--- src/rtl/ctk_pkg.sv ---
// shared types, constants and character classes for the comment-stripping tokenizer
package ctk_pkg;

  localparam int unsigned MAX_RESULTS = 3;
  localparam int unsigned RES_CNT_W   = 2;
  localparam int unsigned FIFO_DEPTH  = 8;

  localparam logic [1:0] MODE_TEXT  = 2'd0;
  localparam logic [1:0] MODE_BLOCK = 2'd1;
  localparam logic [1:0] MODE_LINE  = 2'd2;
  localparam logic [1:0] MODE_STAR  = 2'd3;

  localparam logic [7:0] CH_NUL    = 8'h00;
  localparam logic [7:0] CH_TAB    = 8'h09;
  localparam logic [7:0] CH_LF     = 8'h0A;
  localparam logic [7:0] CH_CR     = 8'h0D;
  localparam logic [7:0] CH_SPACE  = 8'h20;
  localparam logic [7:0] CH_QUOTE  = 8'h22;
  localparam logic [7:0] CH_HASH   = 8'h23;
  localparam logic [7:0] CH_LPAREN = 8'h28;
  localparam logic [7:0] CH_RPAREN = 8'h29;
  localparam logic [7:0] CH_STAR   = 8'h2A;
  localparam logic [7:0] CH_COMMA  = 8'h2C;
  localparam logic [7:0] CH_SLASH  = 8'h2F;
  localparam logic [7:0] CH_COLON  = 8'h3A;
  localparam logic [7:0] CH_SEMI   = 8'h3B;
  localparam logic [7:0] CH_LBRACK = 8'h5B;
  localparam logic [7:0] CH_BSLASH = 8'h5C;
  localparam logic [7:0] CH_RBRACK = 8'h5D;
  localparam logic [7:0] CH_LBRACE = 8'h7B;
  localparam logic [7:0] CH_RBRACE = 8'h7D;

  typedef struct packed {
    logic       stream_end;
    logic       token_end;
    logic       byte_valid;
    logic [7:0] token_byte;
  } res_t;

  function automatic logic is_space(input logic [7:0] b);
    return (b == CH_SPACE) || ((b >= CH_TAB) && (b <= CH_CR));
  endfunction

  function automatic logic is_group(input logic [7:0] b);
    return (b == CH_LPAREN) || (b == CH_RPAREN) || (b == CH_LBRACE) || (b == CH_RBRACE);
  endfunction

  function automatic logic is_delim(input logic [7:0] b);
    return is_group(b) || (b == CH_COMMA) || (b == CH_COLON) || (b == CH_SEMI) ||
           (b == CH_SLASH) || (b == CH_HASH) || (b == CH_LBRACK) || (b == CH_RBRACK) ||
           (b == CH_STAR) || (b == CH_QUOTE) || (b == CH_BSLASH);
  endfunction

endpackage

--- src/rtl/comment_stripping_tokenizer_core.sv ---
// top level: byte-stream tokenizer that strips block, line and hash comments
// One text byte is taken per cycle into an input register. When the queue has room, the
// byte updates the comment/token state and writes its result words (none, one or two)
// into an output queue of FIFO_DEPTH entries, which drains one word per cycle while
// m_tready is high. The input is accepted every cycle as long as the queue has room for a
// worst-case item, so the sustained rate is one byte per cycle while the average is at
// most one word per byte. A byte that yields two words (a group character closing a
// token, or a last ordinary byte added to an open token) is paid for by an earlier byte
// that yielded none. Each word passes through the input register and the output queue.
// FIFO_DEPTH must be a power of two of at least four.
module comment_stripping_tokenizer_core #(
  parameter int unsigned FIFO_DEPTH = ctk_pkg::FIFO_DEPTH
) (
  input  logic        clk,
  input  logic        rst,
  input  logic        s_tvalid,
  output logic        s_tready,
  input  logic [7:0]  s_tdata,   // [7:0] data_byte
  input  logic        s_tlast,   // stream_last
  output logic        m_tvalid,
  input  logic        m_tready,
  output logic [15:0] m_tdata,   // [7:0] token_byte, [8] token_end, [15:9] zero
  output logic        m_tuser,   // byte_valid
  output logic        m_tlast    // stream_end
);

  localparam int unsigned PTR_W = $clog2(FIFO_DEPTH);
  localparam int unsigned CNT_W = $clog2(FIFO_DEPTH + 1);
  localparam int unsigned MAXR  = ctk_pkg::MAX_RESULTS;
  localparam int unsigned RCW   = ctk_pkg::RES_CNT_W;

  // input register
  logic       in_full;
  logic [7:0] in_byte;
  logic       in_last;

  // tokenizer state
  logic [1:0] mode, mode_next;
  logic       slash_pending, slash_pending_next;
  logic [7:0] held_char, held_char_next;
  logic       held_valid, held_valid_next;
  logic       stopped, stopped_next;

  // output queue
  ctk_pkg::res_t    mem [FIFO_DEPTH];
  logic [PTR_W-1:0] wptr;
  logic [PTR_W-1:0] rptr;
  logic [CNT_W-1:0] count;

  ctk_pkg::res_t  res [MAXR];
  logic [RCW-1:0] nres;
  logic           room;
  logic           proc;
  logic           pop;
  logic           handled;

  assign room     = count <= CNT_W'(FIFO_DEPTH - MAXR);
  assign proc     = in_full && room;
  assign s_tready = !in_full || proc;
  assign pop      = m_tvalid && m_tready;

  always_comb begin
    mode_next          = mode;
    slash_pending_next = slash_pending;
    held_char_next     = held_char;
    held_valid_next    = held_valid;
    stopped_next       = stopped;
    nres               = '0;
    handled            = 1'b0;
    for (int i = 0; i < MAXR; i++) begin
      res[i] = '0;
    end
    if (!stopped) begin
      case (mode)
        ctk_pkg::MODE_BLOCK: begin
          if (in_byte == ctk_pkg::CH_STAR) mode_next = ctk_pkg::MODE_STAR;
        end
        ctk_pkg::MODE_STAR: begin
          if (in_byte == ctk_pkg::CH_SLASH) mode_next = ctk_pkg::MODE_TEXT;
          else if (in_byte != ctk_pkg::CH_STAR) mode_next = ctk_pkg::MODE_BLOCK;
        end
        ctk_pkg::MODE_LINE: begin
          if (in_byte == ctk_pkg::CH_LF || in_byte == ctk_pkg::CH_CR) begin
            mode_next = ctk_pkg::MODE_TEXT;
          end
        end
        default: begin
          if (slash_pending) begin
            slash_pending_next = 1'b0;
            if (in_byte == ctk_pkg::CH_STAR) begin
              mode_next = ctk_pkg::MODE_BLOCK;
              handled   = 1'b1;
            end else if (in_byte == ctk_pkg::CH_SLASH) begin
              mode_next = ctk_pkg::MODE_LINE;
              handled   = 1'b1;
            end
          end
          if (!handled) begin
            if (in_byte == ctk_pkg::CH_NUL) begin
              stopped_next = 1'b1;
            end else if (ctk_pkg::is_space(in_byte) || ctk_pkg::is_delim(in_byte)) begin
              if (held_valid) begin
                res[nres] = '{stream_end: 1'b0, token_end: 1'b1, byte_valid: 1'b1,
                              token_byte: held_char};
                nres      = nres + RCW'(1);
              end
              held_valid_next = 1'b0;
              held_char_next  = '0;
              if (ctk_pkg::is_group(in_byte)) begin
                res[nres] = '{stream_end: 1'b0, token_end: 1'b1, byte_valid: 1'b1,
                              token_byte: in_byte};
                nres      = nres + RCW'(1);
              end else if (in_byte == ctk_pkg::CH_SLASH) begin
                slash_pending_next = 1'b1;
              end else if (in_byte == ctk_pkg::CH_HASH) begin
                mode_next = ctk_pkg::MODE_LINE;
              end
            end else begin
              if (held_valid) begin
                res[nres] = '{stream_end: 1'b0, token_end: 1'b0, byte_valid: 1'b1,
                              token_byte: held_char};
                nres      = nres + RCW'(1);
              end
              held_char_next  = in_byte;
              held_valid_next = 1'b1;
            end
          end
        end
      endcase
    end
    if (in_last) begin
      // flush the open token, or send a bare end marker
      if (held_valid_next) begin
        res[nres] = '{stream_end: 1'b0, token_end: 1'b1, byte_valid: 1'b1,
                      token_byte: held_char_next};
        nres      = nres + RCW'(1);
      end
      if (nres == '0) begin
        res[nres] = '0;
        nres      = nres + RCW'(1);
      end
      res[nres - RCW'(1)].stream_end = 1'b1;
      mode_next          = ctk_pkg::MODE_TEXT;
      slash_pending_next = 1'b0;
      held_char_next     = '0;
      held_valid_next    = 1'b0;
      stopped_next       = 1'b0;
    end
  end

  always_ff @(posedge clk) begin
    if (rst) begin
      in_full <= 1'b0;
    end else if (s_tvalid && s_tready) begin
      in_full <= 1'b1;
    end else if (proc) begin
      in_full <= 1'b0;
    end
  end

  always_ff @(posedge clk) begin
    if (s_tvalid && s_tready) begin
      in_byte <= s_tdata;
      in_last <= s_tlast;
    end
  end

  always_ff @(posedge clk) begin
    if (rst) begin
      mode          <= ctk_pkg::MODE_TEXT;
      slash_pending <= 1'b0;
      held_char     <= '0;
      held_valid    <= 1'b0;
      stopped       <= 1'b0;
    end else if (proc) begin
      mode          <= mode_next;
      slash_pending <= slash_pending_next;
      held_char     <= held_char_next;
      held_valid    <= held_valid_next;
      stopped       <= stopped_next;
    end
  end

  always_ff @(posedge clk) begin
    if (proc) begin
      for (int i = 0; i < MAXR; i++) begin
        if (RCW'(i) < nres) mem[wptr + PTR_W'(i)] <= res[i];
      end
    end
  end

  always_ff @(posedge clk) begin
    if (rst) begin
      wptr  <= '0;
      rptr  <= '0;
      count <= '0;
    end else begin
      if (proc) wptr <= wptr + PTR_W'(nres);
      if (pop) rptr <= rptr + PTR_W'(1);
      count <= count + (proc ? CNT_W'(nres) : CNT_W'(0)) - (pop ? CNT_W'(1) : CNT_W'(0));
    end
  end

  assign m_tvalid = count != '0;
  assign m_tdata  = {7'd0, mem[rptr].token_end, mem[rptr].token_byte};
  assign m_tuser  = mem[rptr].byte_valid;
  assign m_tlast  = mem[rptr].stream_end;

endmodule

--- config.mk ---
export PLATFORM = sky130hd
export DESIGN_NAME = comment_stripping_tokenizer_core
export DESIGN_NICKNAME = d
export VERILOG_FILES = /design/src/rtl/ctk_pkg.sv /design/src/rtl/comment_stripping_tokenizer_core.sv
export SDC_FILE = /design/constraint.sdc
export NUM_CORES = 1
export LEC_CHECK = 0
export ABC_AREA = 1
export BUFFER_PORTS_ARGS = -buffer_cell sky130_fd_sc_hd__clkbuf_2
export CAP_MARGIN = 5
export CORE_MARGIN = 2
export CORE_UTILIZATION = 45
export DETAILED_ROUTE_END_ITERATION = 10
export PLACE_DENSITY_LB_ADDON = 0.1
export SYNTH_ARGS = -nofsm -noshare
export SYNTH_HDL_FRONTEND = slang
export SYNTH_SLANG_ARGS = --single-unit
--- constraint.sdc ---
create_clock -name clk -period 7.85 [get_ports clk]
set_clock_uncertainty 0.05 [all_clocks]
set_input_delay 2.355 -clock clk [delete_from_list [all_inputs] [get_ports clk]]
set_output_delay 2.355 -clock clk [all_outputs]
set_load 0.01 [all_outputs]
Word level (Yosys, flattened, before mapping):

Memory sizes are Yosys's and may differ from the RTL's. A register that Yosys moved wholly into a read port is not among the register bits.
Index checks and enable logic that the tools add are counted.

* flip-flop bits (word level): 33
* memory bits (writable): 88
* output and inout port bits: 20
* word-level logic and storage cells: 212
* memories: 1

* $add $sub $neg: 10
* order comparisons: 14
* equal/unequal tests: 26
* mux-type cells: 110
* bitwise gates (word level): 6
* reduce and logical (&&, ||, !) cells: 34

Memories
* mem: words 8, bits a word 11, read ports 1, clocked after Yosys merged registers in 1, wr ports 2, line comment_stripping_tokenizer_core.sv:45 `ctk_pkg::res_t mem [FIFO_DEPTH];`

Operator list (number)
* 33-bit 2-to-1 mux: 10
* 11-bit 2-to-1 mux: 11
* 33-bit bitwise mux: 3
* 11-bit demux with 2-bit select: 4
* 8-bit by 6-bit equality test with 1-bit output, second input constant: 10
* 2-bit 2-to-1 mux: 32
* 8-bit 2-to-1 mux: 6
* 8-bit by 7-bit equality test with 1-bit output, second input constant: 5
* 1-bit 2-to-1 mux: 37
* 33-bit AND: 1
* 33-bit NOT: 1
* 22-bit 2-to-1 mux: 1
* 1-bit logical OR: 17
* 8-bit by 4-bit equality test with 1-bit output, second input constant: 2
* 3-bit >= comparator, second input constant: 4
* 3-bit by 1-bit less-than comparator with 1-bit output, second input constant: 4
* 2-bit NOT with 3-bit output: 4
* 11-bit OR reduction: 1
* 10-bit 2-to-1 mux: 1
* 3-bit 2-to-1 mux: 3
* 9-bit 2-to-1 mux: 1
* 8-bit by 4-bit >= comparator with 1-bit output, second input constant: 1
* 8-bit by 4-bit <= comparator with 1-bit output, second input constant: 1
* 1-bit logical AND: 8
* other kinds (26): 32

Longest topological paths before layout:

* depth in word-level cells: 42
* depth in mapped cells: 28
* gate-level depth less buffers: 28

Worst setup path after synthesis:

OpenSTA, ideal clock, no wires.

* path kind: register to register
* from: register in_byte[4]
* to: register count[3]
* library setup time: 125 ps
* data arrival time: 3613 ps
* required time: 7675 ps
* slack: 4062 ps
* cell stages (with the launch flop): 26
* path buffers: 0
* cells stage by stage: edfxtp_1 > inv_2 > nand2_2 > nor2_4 > nand3_1 > nand2_2 > inv_1 > ha_1 > nand2_1 > nand2_1 > inv_2 > ha_1 > nand3_1 > nand2_1 > ha_1 > inv_1 > nand2_1 > nand2_4 > nand3_4 > ha_1 > inv_1 > ha_1 > a21o_1 > a21oi_1 > nand2_1 > nor3b_1

* cells in the longest elaborated chain, start to end: 30
* elaborated cells on any way between the ends: 61
* those cells by class: add/sub (4); order compare (2); eq/ne (15); mux (22); reduce/logical (18)

RTL lines
* from (decl): line comment_stripping_tokenizer_core.sv:34 `logic [7:0] in_byte;`
* from (signal assigned): line comment_stripping_tokenizer_core.sv:163 `in_byte <= s_tdata;`
* 8-bit by 6-bit equality test with 1-bit output: line ctk_pkg.sv:45 `return (b == CH_LPAREN) || (b == CH_RPAREN) || (b == CH_LBRACE) || (b == CH_RBRACE);`
* 1-bit logical OR (3 in a row): line ctk_pkg.sv:45
* 1-bit logical OR (4 in a row): line ctk_pkg.sv:49 `return is_group(b) || (b == CH_COMMA) || (b == CH_COLON) || (b == CH_SEMI) ||`
* 1-bit logical OR (4 in a row): line ctk_pkg.sv:50 `(b == CH_SLASH) || (b == CH_HASH) || (b == CH_LBRACK) || (b == CH_RBRACK) ||`
* 1-bit logical OR (2 in a row): line ctk_pkg.sv:51 `(b == CH_STAR) || (b == CH_QUOTE) || (b == CH_BSLASH);`
* 1-bit logical OR: line comment_stripping_tokenizer_core.sv:101 `end else if (ctk_pkg::is_space(in_byte) || ctk_pkg::is_delim(in_byte)) begin`
* 2-bit 2-to-1 mux: line comment_stripping_tokenizer_core.sv:101
* 2-bit 2-to-1 mux: line comment_stripping_tokenizer_core.sv:99 `if (in_byte == ctk_pkg::CH_NUL) begin`
* (+5 left out)
* 2-bit 2-to-1 mux: line comment_stripping_tokenizer_core.sv:131 `if (in_last) begin`
* 2-bit by 1-bit adder with 2-bit output or 2-bit logical NOT (tied branches): line comment_stripping_tokenizer_core.sv:140, comment_stripping_tokenizer_core.sv:138
* 2-bit 2-to-1 mux: line comment_stripping_tokenizer_core.sv:138 `if (nres == '0) begin`
* 2-bit 2-to-1 mux: line comment_stripping_tokenizer_core.sv:131
* 2-bit 2-to-1 mux (*): line comment_stripping_tokenizer_core.sv:131
* 2-bit 2-to-1 mux (*): line comment_stripping_tokenizer_core.sv:200 `count <= count + (proc ? CNT_W'(nres) : CNT_W'(0)) - (pop ? CNT_W'(1) : CNT_W'(0));`
* 4-bit by 2-bit adder with 4-bit output (*): line comment_stripping_tokenizer_core.sv:200
* 4-bit by 1-bit subtractor with 4-bit output (*): line comment_stripping_tokenizer_core.sv:200
* to (signal assigned): line comment_stripping_tokenizer_core.sv:200
* to (decl): line comment_stripping_tokenizer_core.sv:48 `logic [CNT_W-1:0] count;`

Every way passes the cells marked *; elsewhere a longest branch is shown, timed or not. The select of a mux whose other input is x is not followed.
A chain may end at the register's enable or synchronous reset.

==> metrics.md <==
| Metric | Value |
|---|---|
| Leak Pwr | 3.71 nW |
| Cell area reported after detailed placement | 7890 µm² |
| 1st-pass router iterations | 5 |
| Capturing element of the worst setup path | m_tdata[3] |
| Number of global-route vias before repair | 6252 |
| Highest-delay cell along the critical path | sky130_fd_sc_hd__dfxtp_1 |
| Largest fanout of any net on the critical path | 23 |
| Peak ir drop on the vdd network | 0.175 mV |
| Routed wire per std cell | 16.6 µm |
| Launch point of the worst reg-to-reg path | in_byte[2] |
| Setup slack of the critical path after layout | 2.59 ns |
| Final HPWL DP | 14.8 mm |
| FF-to-FF End | mem[6][4] |
| Vias after detailed routing | 6594 |
| Placement row count | 47 |
| Final antenna-violating net count | 0 |
| Tightest hold margin | 0.444 ns |
| Final Cycle Share | 67.0% |
| Clock slew seen by the registers of the worst setup and hold paths | 0.06 ns |
| Kind of path behind the tightest hold check | register to register |
| Share of cells above drive strength 1 | 14.3% |
| Synth Area per Inst | 7.62 µm² |
| R2R Setup Slk | 3.01 ns |
| Length in cells of the worst reg-to-reg path | 25 |
| Startpoint types | register |
| DRC violations left | 0 |
| Final Power | 2.35 mW |
| Final number of max-transition violations | 0 |
| Asr flop ratio synth | 0% |
| Starting DRT DRC Count | 613 |
| Routed Wire Length | 20.7 mm |
| Power density cells | 276 nW/µm² |
| Clock Latency Late Sink | 0.43 ns |
| Number of hold violations in the final report | 0 |
| Critical path's top delay family | flip-flops |
| Antenna cell count | 0 |
| Post-synth top area share | 37.7% |
| Global-route wire length before repair | 33.6 mm |
| Main area contributors after synthesis | sky130_fd_sc_hd__edfxtp_1 (38%), sky130_fd_sc_hd__nand2_1 (18%), sky130_fd_sc_hd__dfxtp_1 (7.0%), sky130_fd_sc_hd__nor2_1 (5.4%), sky130_fd_sc_hd__o21ai_0 (4.1%) |
| Critical Path RT | 5.45 ns |
| Path length in cells of the critical path | 5 |
| Setup Viol. Count Final | 0 |
| Net count reported at finish | 1050 |
| Max-Cap Viols | 0 |
| Post-Synthesis Cells | 1014 |
| Horizontal die dimension | 135 µm |
| Unrepaired setup endpoints after global routing | false |
| Final cell area excluding filler cells | 8540 µm² |
| I/O Pins | 33 |
| Outcome | complete, no violations |
| Cell at the root of the clock tree | sky130_fd_sc_hd__clkbuf_16 |
| Count of cell types in the netlist | 44 |
| Maximum number of pins on one net before global-route repair | 46 |
| Most used flip-flop cell after synthesis | sky130_fd_sc_hd__edfxtp_1 |
| Share of the core filled with cells in the final layout | 51.2% |
| Area leader, netlist | sky130_fd_sc_hd__edfxtp_1 |
| Count of flip-flops with a built-in enable after synthesis | 97 |
| Final Non-Filler Cells | 1251 |
| H-tree levels | 4 |
| Core ar. | 16700 µm² |
| Clock tree from TritonCTS | built |
| GR Util All Layers | 24.0% |
| Maximum clock frequency | 0.190 GHz |
| Number of cells after detailed placement | 1218 |
| Worst setup slack before clock tree synthesis | 2.94 ns |
| Per-cell via count in the routed design | 5.27 |
| Maximum clock insertion buffer count | 2 |
| Overall die area | 18200 µm² |
| Total negative setup slack | 0 ns |
| Post-CTS setup-driven buffer insertion count | 0 |
| Initial cell density of the core | 46.2% |
| Count of buffers inserted at the top-level ports | 25 |
| Cells along the critical path | inv_1 -> nor2_1 -> o21ai_0 -> a31oi_1 -> clkbuf_2 |
| Number of instances resized during post-cts repair | 0 |
| Global route total overflow | 0 |
| Worst max-slew margin expressed relative to the limit | 33.5% |
| Synth-to-Final Area Change | 10.6% |
| Placer congestion estimate | 0.916 |
| Combined area of all synthesized cells | 7720 µm² |
| Floorplan die height | 135 µm |
| Combined buffer and inverter count along the critical path | 2 |
| Antenna violations before repair | 0 |
| Warnings from Yosys | 0 |
| Number of buffers inserted during clock tree synthesis | 17 |
| Slew at the pin with the worst max-slew slack | 0.996 ns |
| Category of the critical setup timing path | register to output pin |
| Quantity of hold-fixing buffers added after cts | 0 |
| Portion of the post-synthesis area used by sequential elements | 44.7% |
| Number of filler cells placed in the layout | 1604 |
| Clock Sinks | 124 |
| Yosys reg bits | 124 |
| Count of cells along the worst hold path | 2 |
| Critical path's largest stage delay | 0.97 ns |
| Data arrival time of the worst path | 2.85 ns |
| Kind of end point of the critical path | output pin |
| Period minus WS final | 5.26 ns |
-- cells in the final DEF (no fill, tap or decap), types with 10 or more instances in the layout --
cell / instances
sky130_fd_sc_hd__nor2_2: 13
sky130_fd_sc_hd__nand3_2: 11
sky130_fd_sc_hd__o22ai_1: 13
sky130_fd_sc_hd__inv_2: 28
sky130_fd_sc_hd__a31oi_1: 11
sky130_fd_sc_hd__nand3_1: 36
sky130_fd_sc_hd__clkbuf_2: 25
sky130_fd_sc_hd__edfxtp_1: 97
sky130_fd_sc_hd__o21ai_0: 64
sky130_fd_sc_hd__nand2_1: 366
sky130_fd_sc_hd__nand2_4: 10
sky130_fd_sc_hd__inv_1: 55
sky130_fd_sc_hd__clkbuf_16: 17
sky130_fd_sc_hd__ha_1: 17
sky130_fd_sc_hd__o211ai_1: 14
sky130_fd_sc_hd__nor2_1: 111
sky130_fd_sc_hd__a21oi_1: 33
sky130_fd_sc_hd__dfxtp_1: 27
-- routing by layer --
| layer | up-vias | track usage, % | routed length [µm] |
|---|---|---|---|
| met4 | 0 | 8.85 | 496 |
| met5 | - | 0 | 0 |
| met3 | 37 | 4.09 | 1030 |
| met1 | 3023 | 31.4 | 9040 |
| li1 | 3316 | - | - |
| met2 | 218 | 40.2 | 10200 |
-- worst min path at each step --
stage,endpoint,startpoint
after floorplan,held_char[0],held_char[0]
after global placement,held_char[3],held_char[3]
after detailed placement,held_char[5],held_char[5]
after CTS,held_char[5],held_char[5]
after global routing,held_char[4],held_char[4]
final,held_char[5],held_char[5]
-- synth_stat cells (9+ instances only) --
master,n
sky130_fd_sc_hd__a31oi_1,11
sky130_fd_sc_hd__nor2_1,111
sky130_fd_sc_hd__buf_4,16
sky130_fd_sc_hd__o211ai_1,14
sky130_fd_sc_hd__buf_2,9
sky130_fd_sc_hd__nand2_2,9
sky130_fd_sc_hd__inv_1,55
sky130_fd_sc_hd__ha_1,17
sky130_fd_sc_hd__o22ai_1,13
sky130_fd_sc_hd__edfxtp_1,97
sky130_fd_sc_hd__nor2_2,13
sky130_fd_sc_hd__inv_2,28
sky130_fd_sc_hd__nand3_2,11
sky130_fd_sc_hd__dfxtp_1,27
sky130_fd_sc_hd__a21oi_1,33
sky130_fd_sc_hd__clkbuf_1,23
sky130_fd_sc_hd__nand2_1,366
sky130_fd_sc_hd__nand2_4,10
sky130_fd_sc_hd__nand3_1,36
sky130_fd_sc_hd__o21ai_0,64
-- cell type report --
| cell class | instances | area (µm²) | share of cell area [%] |
|---|---|---|---|
| clock buffers | 17 | 425 | 4.98 |
| flip-flops and latches | 124 | 3450 | 40.4 |
| inverters | 85 | 322 | 3.76 |
| well taps | 220 | 275 | 3.22 |
| repair buffers | 29 | 175 | 2.05 |
| multi-input cells | 761 | 3700 | 43.3 |
| clock inverters | 15 | 196 | 2.30 |
-- worst register-to-register path, stage by stage (launching register included) --
cell and delay (ns):
sky130_fd_sc_hd__edfxtp_1 0.42, sky130_fd_sc_hd__inv_1 0.15, sky130_fd_sc_hd__nand2_1 0.08, sky130_fd_sc_hd__nor2_1 0.23, sky130_fd_sc_hd__nand2_1 0.14, sky130_fd_sc_hd__nand3_1 0.12
sky130_fd_sc_hd__nor2_2 0.06, sky130_fd_sc_hd__nand3_4 0.11, sky130_fd_sc_hd__nand2_4 0.09, sky130_fd_sc_hd__inv_2 0.06, sky130_fd_sc_hd__nand2_1 0.04, sky130_fd_sc_hd__nand2_1 0.09
sky130_fd_sc_hd__inv_2 0.06, sky130_fd_sc_hd__ha_1 0.30, sky130_fd_sc_hd__nand3_1 0.08, sky130_fd_sc_hd__nand2_1 0.07, sky130_fd_sc_hd__ha_1 0.29, sky130_fd_sc_hd__inv_1 0.05
sky130_fd_sc_hd__nand2_1 0.07, sky130_fd_sc_hd__nand2_4 0.09, sky130_fd_sc_hd__nand3_4 0.13, sky130_fd_sc_hd__nor2_2 0.15, sky130_fd_sc_hd__inv_2 0.08, sky130_fd_sc_hd__nor2_2 0.53
sky130_fd_sc_hd__inv_2 0.32, sky130_fd_sc_hd__nand2_1 0.60
-- flip-flops by register name, summed over array words and instances, names as in the netlist, named ones only --
register       cells
mem               88
held_char          8
in_byte            8
count              4
rptr               3
wptr               3
mode               2
held_valid         1
in_full            1
in_last            1
slash_pending      1
stopped            1
-- power by group --
group / switching (mW) / internal, mW
registers: 0.0313 / 0.794
clock network: 0.310 / 0.529
logic: 0.469 / 0.221
total: 0.810 / 1.54
-- logic make-up after synthesis --
logic type                 synth area share (%)
xor gates and xnor gates                  0.227
DFF                                        44.7
AOI/OAI and AO/OA                          11.0
other                                    0.0486
adders and majority gates                  3.27
buffers and inverters                      7.71
and+or+nand+nor                            33.1
Note: power is estimated with default switching activity, not from simulation.
